**config.mk**
```make
export PLATFORM = sky130hd
export DESIGN_NAME = fixed_block_free_list_allocator
export DESIGN_NICKNAME = d
export VERILOG_FILES = /design/src/sv/fbfla_pkg.sv /design/src/sv/fixed_block_free_list_allocator.sv
export SDC_FILE = /design/constraint.sdc
export NUM_CORES = 2
export LEC_CHECK = 0
export ABC_AREA = 1
export BUFFER_PORTS_ARGS = -buffer_cell sky130_fd_sc_hd__buf_2
export CORE_MARGIN = 1
export CORE_UTILIZATION = 45
export CTS_CLUSTER_SIZE = 20
export DETAILED_ROUTE_END_ITERATION = 8
export SLEW_MARGIN = 20
export SYNTH_ARGS = -nofsm -noshare
export SYNTH_HDL_FRONTEND = slang
export SYNTH_SLANG_ARGS = --single-unit
export TNS_END_PERCENT = 5
```
**constraint.sdc**
```tcl
create_clock -name clk -period 29.6 [get_ports clk]
set_input_delay 1.48 -clock clk [delete_from_list [all_inputs] [get_ports clk]]
set_output_delay 1.48 -clock clk [all_outputs]
set_load 0.02 [all_outputs]
```
**src/sv/fbfla_pkg.sv**
```systemverilog
package fbfla_pkg;

  localparam int IDX_W    = 8;
  localparam int ACTION_W = 2;
  localparam int STATUS_W = 2;
  localparam int CFG_W    = 9;

  // Count chained after reset, before capping at the pool size.
  localparam int RESET_BLOCKS = 256;

  typedef enum logic [ACTION_W-1:0] {
    ACT_ALLOC = 2'd0,
    ACT_FREE  = 2'd1,
    ACT_CLEAR = 2'd2
  } action_t;

  typedef enum logic [STATUS_W-1:0] {
    ST_OK    = 2'd0,
    ST_EMPTY = 2'd1,
    ST_RANGE = 2'd2
  } status_t;

  typedef enum logic [2:0] {
    S_IDLE  = 3'b001,
    S_ALLOC = 3'b010,
    S_CLEAR = 3'b100
  } state_t;

endpackage

```
**src/sv/fixed_block_free_list_allocator.sv**
```systemverilog
// Free-list allocator for a pool of MAX_BLOCKS equal-sized blocks named by index.
// Input channel (in_*): in_tuser carries the action (allocate, free, clear) and
// in_tdata the block index to free. Each item gives exactly one result item on
// out_*: out_tdata is the granted index, out_tuser the status.
// The free list is a link memory with a synchronous read plus a head register.
// On a free within range, the link is written and the head moves in the cycle
// the item is accepted, and the result appears in the output register next cycle.
// An allocate from a non-empty list waits in S_ALLOC for the head's link read.
// A clear sweeps min(blocks_in_use, MAX_BLOCKS) links, writing one link a cycle.
// Reset runs the same sweep over min(256, MAX_BLOCKS) entries without a result,
// and in_tready stays low until it is done.
// The output register decouples the sides: a new item is taken while a result
// is being taken in the same cycle; while the receiver stalls with a result
// pending, in_tready is low. cfg_wr_en writes blocks_in_use; it
// governs the range check of free and the next clear.
module fixed_block_free_list_allocator
  import fbfla_pkg::*;
#(
  parameter int MAX_BLOCKS = 256
) (
  input  logic                clk,
  input  logic                rst_n,
  input  logic                cfg_wr_en,
  input  logic [CFG_W-1:0]    cfg_wr_data,
  input  logic                in_tvalid,
  output logic                in_tready,
  input  logic [IDX_W-1:0]    in_tdata,   // [7:0] block_index
  input  logic [ACTION_W-1:0] in_tuser,   // [1:0] action
  output logic                out_tvalid,
  input  logic                out_tready,
  output logic [IDX_W-1:0]    out_tdata,  // [7:0] granted_index
  output logic [STATUS_W-1:0] out_tuser   // [1:0] status
);

  localparam int AW = (MAX_BLOCKS > 1) ? $clog2(MAX_BLOCKS) : 1;
  localparam int LW = AW + 1;
  localparam int CW = (LW > CFG_W) ? LW : CFG_W;
  localparam logic [LW-1:0] LINK_NULL = LW'(MAX_BLOCKS);
  localparam int INIT_N = (RESET_BLOCKS < MAX_BLOCKS) ? RESET_BLOCKS : MAX_BLOCKS;

  logic [LW-1:0] link_mem [MAX_BLOCKS];

  state_t            state_r, state_nxt;
  logic [LW-1:0]     head_r, head_nxt;
  logic [AW-1:0]     cnt_r, cnt_nxt;
  logic [LW-1:0]     n_r, n_nxt;
  logic              emit_r, emit_nxt;
  logic [CFG_W-1:0]  blocks_r;
  logic              out_valid_r, out_valid_nxt;
  logic [IDX_W-1:0]  out_data_r, out_data_nxt;
  status_t           out_status_r, out_status_nxt;
  logic [LW-1:0]     link_rd_r;

  logic              in_acc;
  logic              out_load;
  logic              mem_we;
  logic [AW-1:0]     mem_waddr;
  logic [LW-1:0]     mem_wdata;
  logic              mem_re;
  logic [LW-1:0]     eff_n;
  logic [LW-1:0]     cnt_inc;
  logic              cnt_last;
  logic              head_null;
  action_t           action;

  assign in_tready  = (state_r == S_IDLE) && (!out_valid_r || out_tready);
  assign in_acc     = in_tvalid && in_tready;
  assign action     = action_t'(in_tuser);
  assign head_null  = (head_r == LINK_NULL);
  assign eff_n      = (CW'(blocks_r) > CW'(MAX_BLOCKS)) ? LINK_NULL : LW'(blocks_r);
  assign cnt_inc    = LW'(cnt_r) + LW'(1);
  assign cnt_last   = (cnt_inc == n_r);
  assign mem_re     = in_acc && (action == ACT_ALLOC) && !head_null;

  always_comb begin
    state_nxt      = state_r;
    head_nxt       = head_r;
    cnt_nxt        = cnt_r;
    n_nxt          = n_r;
    emit_nxt       = emit_r;
    out_load       = 1'b0;
    out_data_nxt   = out_data_r;
    out_status_nxt = out_status_r;
    mem_we         = 1'b0;
    mem_waddr      = cnt_r;
    mem_wdata      = cnt_last ? LINK_NULL : cnt_inc;

    unique case (state_r)
      S_IDLE: begin
        if (in_acc) begin
          out_data_nxt   = '0;
          out_status_nxt = ST_OK;
          unique case (action)
            ACT_ALLOC: begin
              if (head_null) begin
                out_load       = 1'b1;
                out_status_nxt = ST_EMPTY;
              end else begin
                state_nxt = S_ALLOC;
              end
            end
            ACT_FREE: begin
              out_load = 1'b1;
              if (CW'(in_tdata) >= CW'(eff_n)) begin
                out_status_nxt = ST_RANGE;
              end else begin
                mem_we    = 1'b1;
                mem_waddr = AW'(in_tdata);
                mem_wdata = head_r;
                head_nxt  = LW'(in_tdata);
              end
            end
            ACT_CLEAR: begin
              if (eff_n == '0) begin
                head_nxt = LINK_NULL;
                out_load = 1'b1;
              end else begin
                n_nxt     = eff_n;
                cnt_nxt   = '0;
                emit_nxt  = 1'b1;
                state_nxt = S_CLEAR;
              end
            end
            default: begin
              out_load = 1'b1;
            end
          endcase
        end
      end
      S_ALLOC: begin
        // Link of the popped block arrives from memory this cycle.
        out_load       = 1'b1;
        out_data_nxt   = IDX_W'(head_r);
        out_status_nxt = ST_OK;
        head_nxt       = link_rd_r;
        state_nxt      = S_IDLE;
      end
      S_CLEAR: begin
        mem_we  = 1'b1;
        cnt_nxt = cnt_r + AW'(1);
        if (cnt_last) begin
          head_nxt       = '0;
          state_nxt      = S_IDLE;
          out_load       = emit_r;
          out_data_nxt   = '0;
          out_status_nxt = ST_OK;
        end
      end
      default: begin
        state_nxt = S_IDLE;
      end
    endcase

    if (out_load) begin
      out_valid_nxt = 1'b1;
    end else if (out_tready) begin
      out_valid_nxt = 1'b0;
    end else begin
      out_valid_nxt = out_valid_r;
    end
  end

  always_ff @(posedge clk) begin
    if (mem_we) begin
      link_mem[mem_waddr] <= mem_wdata;
    end
    if (mem_re) begin
      link_rd_r <= link_mem[AW'(head_r)];
    end
  end

  always_ff @(posedge clk) begin
    if (!rst_n) begin
      state_r     <= S_CLEAR;
      head_r      <= LINK_NULL;
      cnt_r       <= '0;
      n_r         <= LW'(INIT_N);
      emit_r      <= 1'b0;
      blocks_r    <= CFG_W'(RESET_BLOCKS);
      out_valid_r <= 1'b0;
    end else begin
      state_r     <= state_nxt;
      head_r      <= head_nxt;
      cnt_r       <= cnt_nxt;
      n_r         <= n_nxt;
      emit_r      <= emit_nxt;
      out_valid_r <= out_valid_nxt;
      if (cfg_wr_en) begin
        blocks_r <= cfg_wr_data;
      end
    end
  end

  always_ff @(posedge clk) begin
    if (out_load) begin
      out_data_r   <= out_data_nxt;
      out_status_r <= out_status_nxt;
    end
  end

  assign out_tvalid = out_valid_r;
  assign out_tdata  = out_data_r;
  assign out_tuser  = out_status_r;

`ifndef SYNTHESIS
  a_head_in_range: assert property (@(posedge clk) disable iff (!rst_n)
    head_r <= LINK_NULL)
    else $error("free-list head beyond null");

  a_sweep_bound: assert property (@(posedge clk) disable iff (!rst_n)
    (state_r == S_CLEAR) |-> (LW'(cnt_r) < n_r))
    else $error("clear sweep ran past the block count");

  a_alloc_result: assert property (@(posedge clk) disable iff (!rst_n)
    (state_r == S_ALLOC) |=> (out_valid_r && (state_r == S_IDLE)))
    else $error("allocate did not deliver its result");

  a_no_take_while_busy: assert property (@(posedge clk) disable iff (!rst_n)
    (state_r != S_IDLE) |-> !in_tready)
    else $error("input taken while a read or sweep is in flight");
`endif

endmodule

```
# Word-level counts from Yosys, hierarchy flattened
# Memories as Yosys holds them, arrays and structs flattened. A register that Yosys moved wholly into a read port is not among the register bits.
# Cells that the tools add are included.
[op_classes]
reduce_logical = 17
multipliers = 0
shift = 0
n_eq_ne = 17
n_div = 0
mux = 49
bitwise = 1
order_cmp = 2
addsub = 2
[op_table]
columns = ["op", "n"]
rows = [
  ["two-way mux 9 bit", 10],
  ["two-way mux 8 bit", 9],
  ["case mux 9 bit (3 select lines)", 1],
  ["case mux 8 bit (3 select lines)", 1],
  ["case mux 9 bit (2 select lines)", 1],
  ["case mux 8 bit (2 select lines)", 1],
  ["two-way mux 1 bit", 12],
  ["two-way mux 3 bit", 4],
  ["!= test 3 bit (second input constant)", 4],
  ["case mux 3 bit (2 select lines)", 2],
  ["AND reduction 4 bit", 3],
  ["adder 8 x 1 -> 9 bit (second input constant)", 1],
  ["== test 9 bit", 1],
  ["== test 9 bit (second input constant)", 1],
  ["greater-or-equal comparator 8 x 9 -> 1 bit", 1],
  ["greater-than comparator 9 bit (second input constant)", 1],
  ["zero test 9 bit", 1],
  ["adder 8 x 1 -> 8 bit (second input constant)", 1],
  ["two-way mux 2 bit", 3],
  ["!= test 2 bit (second input constant)", 3],
  ["!= test 3 x 1 -> 1 bit (second input constant)", 2],
  ["case mux 2 bit (3 select lines)", 1],
  ["AND reduction 6 bit", 1],
  ["AND reduction 5 bit", 1],
  ["other kinds (16)", 22],
]
[word_totals]
out_inout_bits = 12
ram_bits = 2304
mem_count = 1
romBits = 0
reg_bits = 50
latch_bits = 0
inputBits = 24
[memory_table]
columns = ["name", "words", "word_bits", "read_ports", "rd_clocked_by_memory_dff", "write_ports", "line", "rtl"]
rows = [
  ["link_mem", 256, 9, 1, 1, 1, "fixed_block_free_list_allocator.sv:41", "logic [LW-1:0] link_mem [MAX_BLOCKS];"],
]

# Longest topological paths before layout
[depth]
ltp_word = 9
mapped_depth = 23
ltp_nobuf = 21

# Least setup slack after synthesis
# No wires, ideal clock.
[synth_path]
path_kind = "in2reg"
from = "in in_tdata[6]"
to = "mem link_mem[0][0] (netlist name), data pin"
slack_ps = 14782
t_required_ps = 27412
path_stages = 10
t_arrival_ps = 12630
setup_ps = 2188
path_buffers = 2
cell_sequence = "ha_1 > nand2_1 > nand2_1 > a21boi_2 > nand4_4 > inv_4 > nand3_4 > buf_6 > clkbuf_1 > o21ai_0"
[synth_via]
elab_chain_cells = 5
[synth_lines]
columns = ["item", "line", "rtl"]
rows = [
  ["start: declaration", "fixed_block_free_list_allocator.sv:27", "input logic [IDX_W-1:0] in_tdata,"],
  ["greater-or-equal comparator 8 x 9 -> 1 bit", "fixed_block_free_list_allocator.sv:104", "if (CW'(in_tdata) >= CW'(eff_n)) begin"],
  ["two-way mux 9 bit", "fixed_block_free_list_allocator.sv:104", ""],
  ["two-way mux 9 bit", "fixed_block_free_list_allocator.sv:93", "unique case (action)"],
  ["two-way mux 9 bit", "fixed_block_free_list_allocator.sv:90", "if (in_acc) begin"],
  ["two-way mux 9 bit", "fixed_block_free_list_allocator.sv:88", "unique case (state_r)"],
  ["named net mem_wdata[0]", "fixed_block_free_list_allocator.sv:58", "logic [LW-1:0] mem_wdata;"],
  ["end: declaration", "fixed_block_free_list_allocator.sv:41", ""],
]
# The timed path passes the listed nets, and every way through them passes these cells.

# Worst setup path in the final report
[layout_path]
from = "reg blocks_r[7]"
to = "mem link_mem[59][1] (netlist name), data pin"
[layout_via]
elab_chain_cells = 7
[layout_lines]
columns = ["item", "line", "rtl"]
rows = [
  ["start: declaration", "fixed_block_free_list_allocator.sv:48", "logic [CFG_W-1:0] blocks_r;"],
  ["start signal: assignment", "fixed_block_free_list_allocator.sv:179", "blocks_r <= CFG_W'(RESET_BLOCKS);"],
  ["start signal: assignment", "fixed_block_free_list_allocator.sv:189", "blocks_r <= cfg_wr_data;"],
  ["greater-than comparator 9 bit", "fixed_block_free_list_allocator.sv:70", "assign eff_n = (CW'(blocks_r) > CW'(MAX_BLOCKS)) ? LINK_NULL : LW'(blocks_r);"],
  ["two-way mux 9 bit (*)", "fixed_block_free_list_allocator.sv:70", ""],
  ["greater-or-equal comparator 8 x 9 -> 1 bit (*)", "fixed_block_free_list_allocator.sv:104", ""],
  ["two-way mux 9 bit (*)", "fixed_block_free_list_allocator.sv:104", ""],
  ["two-way mux 9 bit (*)", "fixed_block_free_list_allocator.sv:93", ""],
  ["two-way mux 9 bit (*)", "fixed_block_free_list_allocator.sv:90", ""],
  ["two-way mux 9 bit (*)", "fixed_block_free_list_allocator.sv:88", ""],
  ["named net mem_wdata[1]", "fixed_block_free_list_allocator.sv:58", ""],
]
# Mark *: on every way through the listed nets, which the timed path passes. The rest lies on a longest branch.

==> results.sh <==
export IMPL_mostFrequentLayoutCell="edfxtp_1"
export IMPL_grt_pass1_vias=60900
export IMPL_ir_drop_uv=58.9
export IMPL_viasPerCell=5.80
export IMPL_synth_compound_area_frac=0.102
export IMPL_synthAdderAreaFrac=0.00117
export IMPL_skew_ps=60.2
export IMPL_row_count=169
export IMPL_synth_top_area_frac=0.726
export IMPL_synth_seq_cells=2363
export IMPL_wl_um=278000
export IMPL_synthArstFlopShare=0
export IMPL_layout_common_cells="2323 x edfxtp_1, 2000 x nor2_1, 1189 x o21ai_0"
export IMPL_initial_core_util=0.453
export IMPL_antenna_found_initial=8
export IMPL_io_pins=36
export IMPL_drc=32
export IMPL_yosys_area_top_type="edfxtp_1"
export IMPL_start_kind="register"
export IMPL_ys_warn_count=0
export IMPL_seqPwrFrac=0.460
export IMPL_grt_pass1_wl_um=408000
export IMPL_end_kind="register"
export IMPL_fin_util=0.500
export IMPL_clock_latency_ps=890
export IMPL_cts_resized=0
export IMPL_grt_usage=0.255
export IMPL_critPathMaxFanout=66
export IMPL_muxShareOfSynthArea=0
export IMPL_io_buffers=35
export IMPL_design_area_mm2=0.106
export IMPL_syn_num_nets=8014
export IMPL_net_switching_power_mw=2.46
export IMPL_slew_viol_final=0
export IMPL_violations="design-rule violations"
export IMPL_syn_to_final_growth_pct=10.3
export IMPL_wl_per_cell_um=25.7
export IMPL_fin_total_pwr_mw=8.16
export IMPL_crit_arrival_ps=6850
export IMPL_status="finished with violations"
export IMPL_vias=62900
export IMPL_die_w_um=464
export IMPL_synth_top_family_by_area="simple AND/OR/NAND/NOR gates"
export IMPL_worst_slew_pin_slew_ps=1240
export IMPL_die_y_um=464
export IMPL_cts_root_buffer="clkbuf_16"
export IMPL_path_clk_slew_ps=60
export IMPL_period_minus_slack_ps=6300
export IMPL_hold_class="reg -> reg"
export IMPL_hpwl_um=155000
export IMPL_finalCritPeriodShare=0.213
export IMPL_synth_flop_cell="edfxtp_1"
export IMPL_fillers=18200
export IMPL_syn_avg_cell_area_um2=12.0
export IMPL_hold_viol=0
export IMPL_finalSetupTns_ps=0
export IMPL_postCtsSetupBuffers=0
export IMPL_pwr_density_cell_mw_per_mm2=77.0
export IMPL_critPathKind="reg -> reg"
export IMPL_maxSlewHeadroom=0.174
export IMPL_seq_area_frac_synth=0.734
export IMPL_max_freq_ghz=0.159
export IMPL_core_mm2=0.212
export IMPL_netSwitchingFraction=0.302
export IMPL_drt_initial_drc_count=8275
export IMPL_layout_drive_gt1_share=0.0689
export IMPL_rsz0062_at_grt="false"
export IMPL_placed_area_mm2=0.0986
export IMPL_synthXorXnorAreaFrac=0
export IMPL_leakage_nw=35.1
export IMPL_power_frac_clock=0.355
export IMPL_synth_area_leaders="edfxtp_1 73%, nor2_1 7.8%, o21ai_0 6.2%, nand2_1 2.7%, o211ai_1 2.0%"
export IMPL_power_frac_comb=0.185
export IMPL_grt_max_degree=205
export IMPL_clockBufferDepth=3
export IMPL_maxCapViolCount=0
export IMPL_cts_sinks=2363
export IMPL_place_congestion=0.921
export IMPL_cts_tree="yes"
export IMPL_cts_htree_levels=4
export IMPL_setup_violations=0
export IMPL_drt_pass1_iterations=9
export IMPL_grt_ovfl_total=0
export IMPL_syn_inst=7981
export IMPL_ys_types=39
export IMPL_synth_edf_count=2323
export IMPL_dieArea_mm2=0.215
export IMPL_antenna_left=0
export IMPL_yosys_area_share_simple=0.133
export IMPL_synth_area_mm2=0.0961
export IMPL_p_int_mw=5.70
export IMPL_nets=7848
export IMPL_worst_ep_required_time_ps=30150
export IMPL_holdBufCountCts=0
export IMPL_cts_buffers=230
==> cells by family (layout without fill, tap and decap cells) <==
group / after synthesis / in the layout
and+or+nand+nor: 3155 / 3155
DFF: 2363 / 2363
AOI/OAI and AO/OA: 1762 / 1762
buffers and inverters: 692 / 719
adders and majority gates: 9 / 9
other: 0 / 8
==> state kept, by name, indices dropped and copies added, names as in the netlist <==
name,flops
link_mem,2304
blocks_r,9
head_r,9
link_rd_r,9
n_r,9
cnt_r,8
out_tdata,8
state_r,3
out_tuser,2
emit_r,1
out_tvalid,1
==> worst paths after layout <==
kind	to	cells past startpoint	slack, ps	start
setup / recovery	link_mem[59][1]$_DFFE_PP_	17	23300	blocks_r[7]$_SDFFE_PN0P_
hold reg to reg	emit_r$_SDFFE_PN0P_	2	470	emit_r$_SDFFE_PN0P_
setup reg to reg	link_mem[59][1]$_DFFE_PP_	17	23300	blocks_r[7]$_SDFFE_PN0P_
hold / removal	emit_r$_SDFFE_PN0P_	2	470	emit_r$_SDFFE_PN0P_
==> synthesized netlist by cell type (2+ instances only) <==
| cell | number |
|---|---|
| dfxtp_1 | 40 |
| edfxtp_1 | 2323 |
| buf_1 | 51 |
| nand3_1 | 342 |
| nand3b_1 | 3 |
| o2bb2ai_1 | 11 |
| buf_6 | 8 |
| nand4_1 | 30 |
| o211ai_1 | 262 |
| a32oi_1 | 8 |
| o22ai_1 | 93 |
| nor2_4 | 7 |
| inv_1 | 155 |
| a21oi_4 | 3 |
| buf_2 | 144 |
| nand3_2 | 15 |
| o21ai_0 | 1197 |
| buf_4 | 16 |
| nor2_1 | 2004 |
| nand2_4 | 11 |
| a22oi_1 | 34 |
| nand2_1 | 704 |
| clkbuf_1 | 310 |
| nand2_2 | 17 |
| clkinv_1 | 2 |
| a21oi_1 | 151 |
| nor2_8 | 2 |
| nor2_2 | 12 |
| nor3_1 | 4 |
| inv_2 | 5 |
| ha_1 | 9 |
==> critical path, stage by stage (launching register included) <==
cell      delay [ps]
dfxtp_1          300
inv_1             80
nand4_1          130
o21ai_0          290
inv_1            150
nor2_1           150
inv_1             60
ha_1             300
nand2_1           80
nand2_1           60
a21boi_2         160
nand4_4          150
inv_4            130
nand3_4          420
o21ai_4          930
buf_4            860
buf_4            820
buf_4            770
==> layout make-up <==
class	count	area (um2)	area share
diodes	8	20.0	0.000189
well taps	2821	3530	0.0333
multi-input cells	4926	22800	0.215
inverters	163	647	0.00610
clock buffers	303	6100	0.0576
clock inverters	122	1230	0.0116
flip-flops and latches	2363	70600	0.666
repair buffers	131	1080	0.0102
==> per-stage QoR <==
| stage | instances | setup slack [ps] | hold WS (ps) |
|---|---|---|---|
| 2_1_floorplan | 7981 | 14780 | 436 |
| 3_3_place_gp | 10400 | 22880 | 446 |
| 3_5_place_dp | 10400 | 22820 | 456 |
| 4_1_cts | 10800 | 23250 | 466 |
| 5_1_grt | 10800 | 22850 | 493 |
| 6_report | 10800 | 23300 | 468 |
==> power by group through the flow <==
stage	registers, mW	clock network [mW]	logic [mW]
2_1_floorplan	3.86	0	0.909
3_3_place_gp	3.82	0	1.47
3_5_place_dp	3.82	0	1.48
4_1_cts	3.75	2.92	1.48
5_1_grt	3.75	3.04	1.62
6_report	3.75	2.90	1.51
==> routing by layer <==
metal | GRT usage | share of wire | up-vias
met5 | 0 | 0 | -
met4 | 0.0844 | 0.030 | 0
met3 | 0.0492 | 0.096 | 435
met2 | 0.394 | 0.46 | 3075
met1 | 0.361 | 0.42 | 31200
li1 | - | - | 28200
No activity file was read; power rests on OpenSTA's default activity.
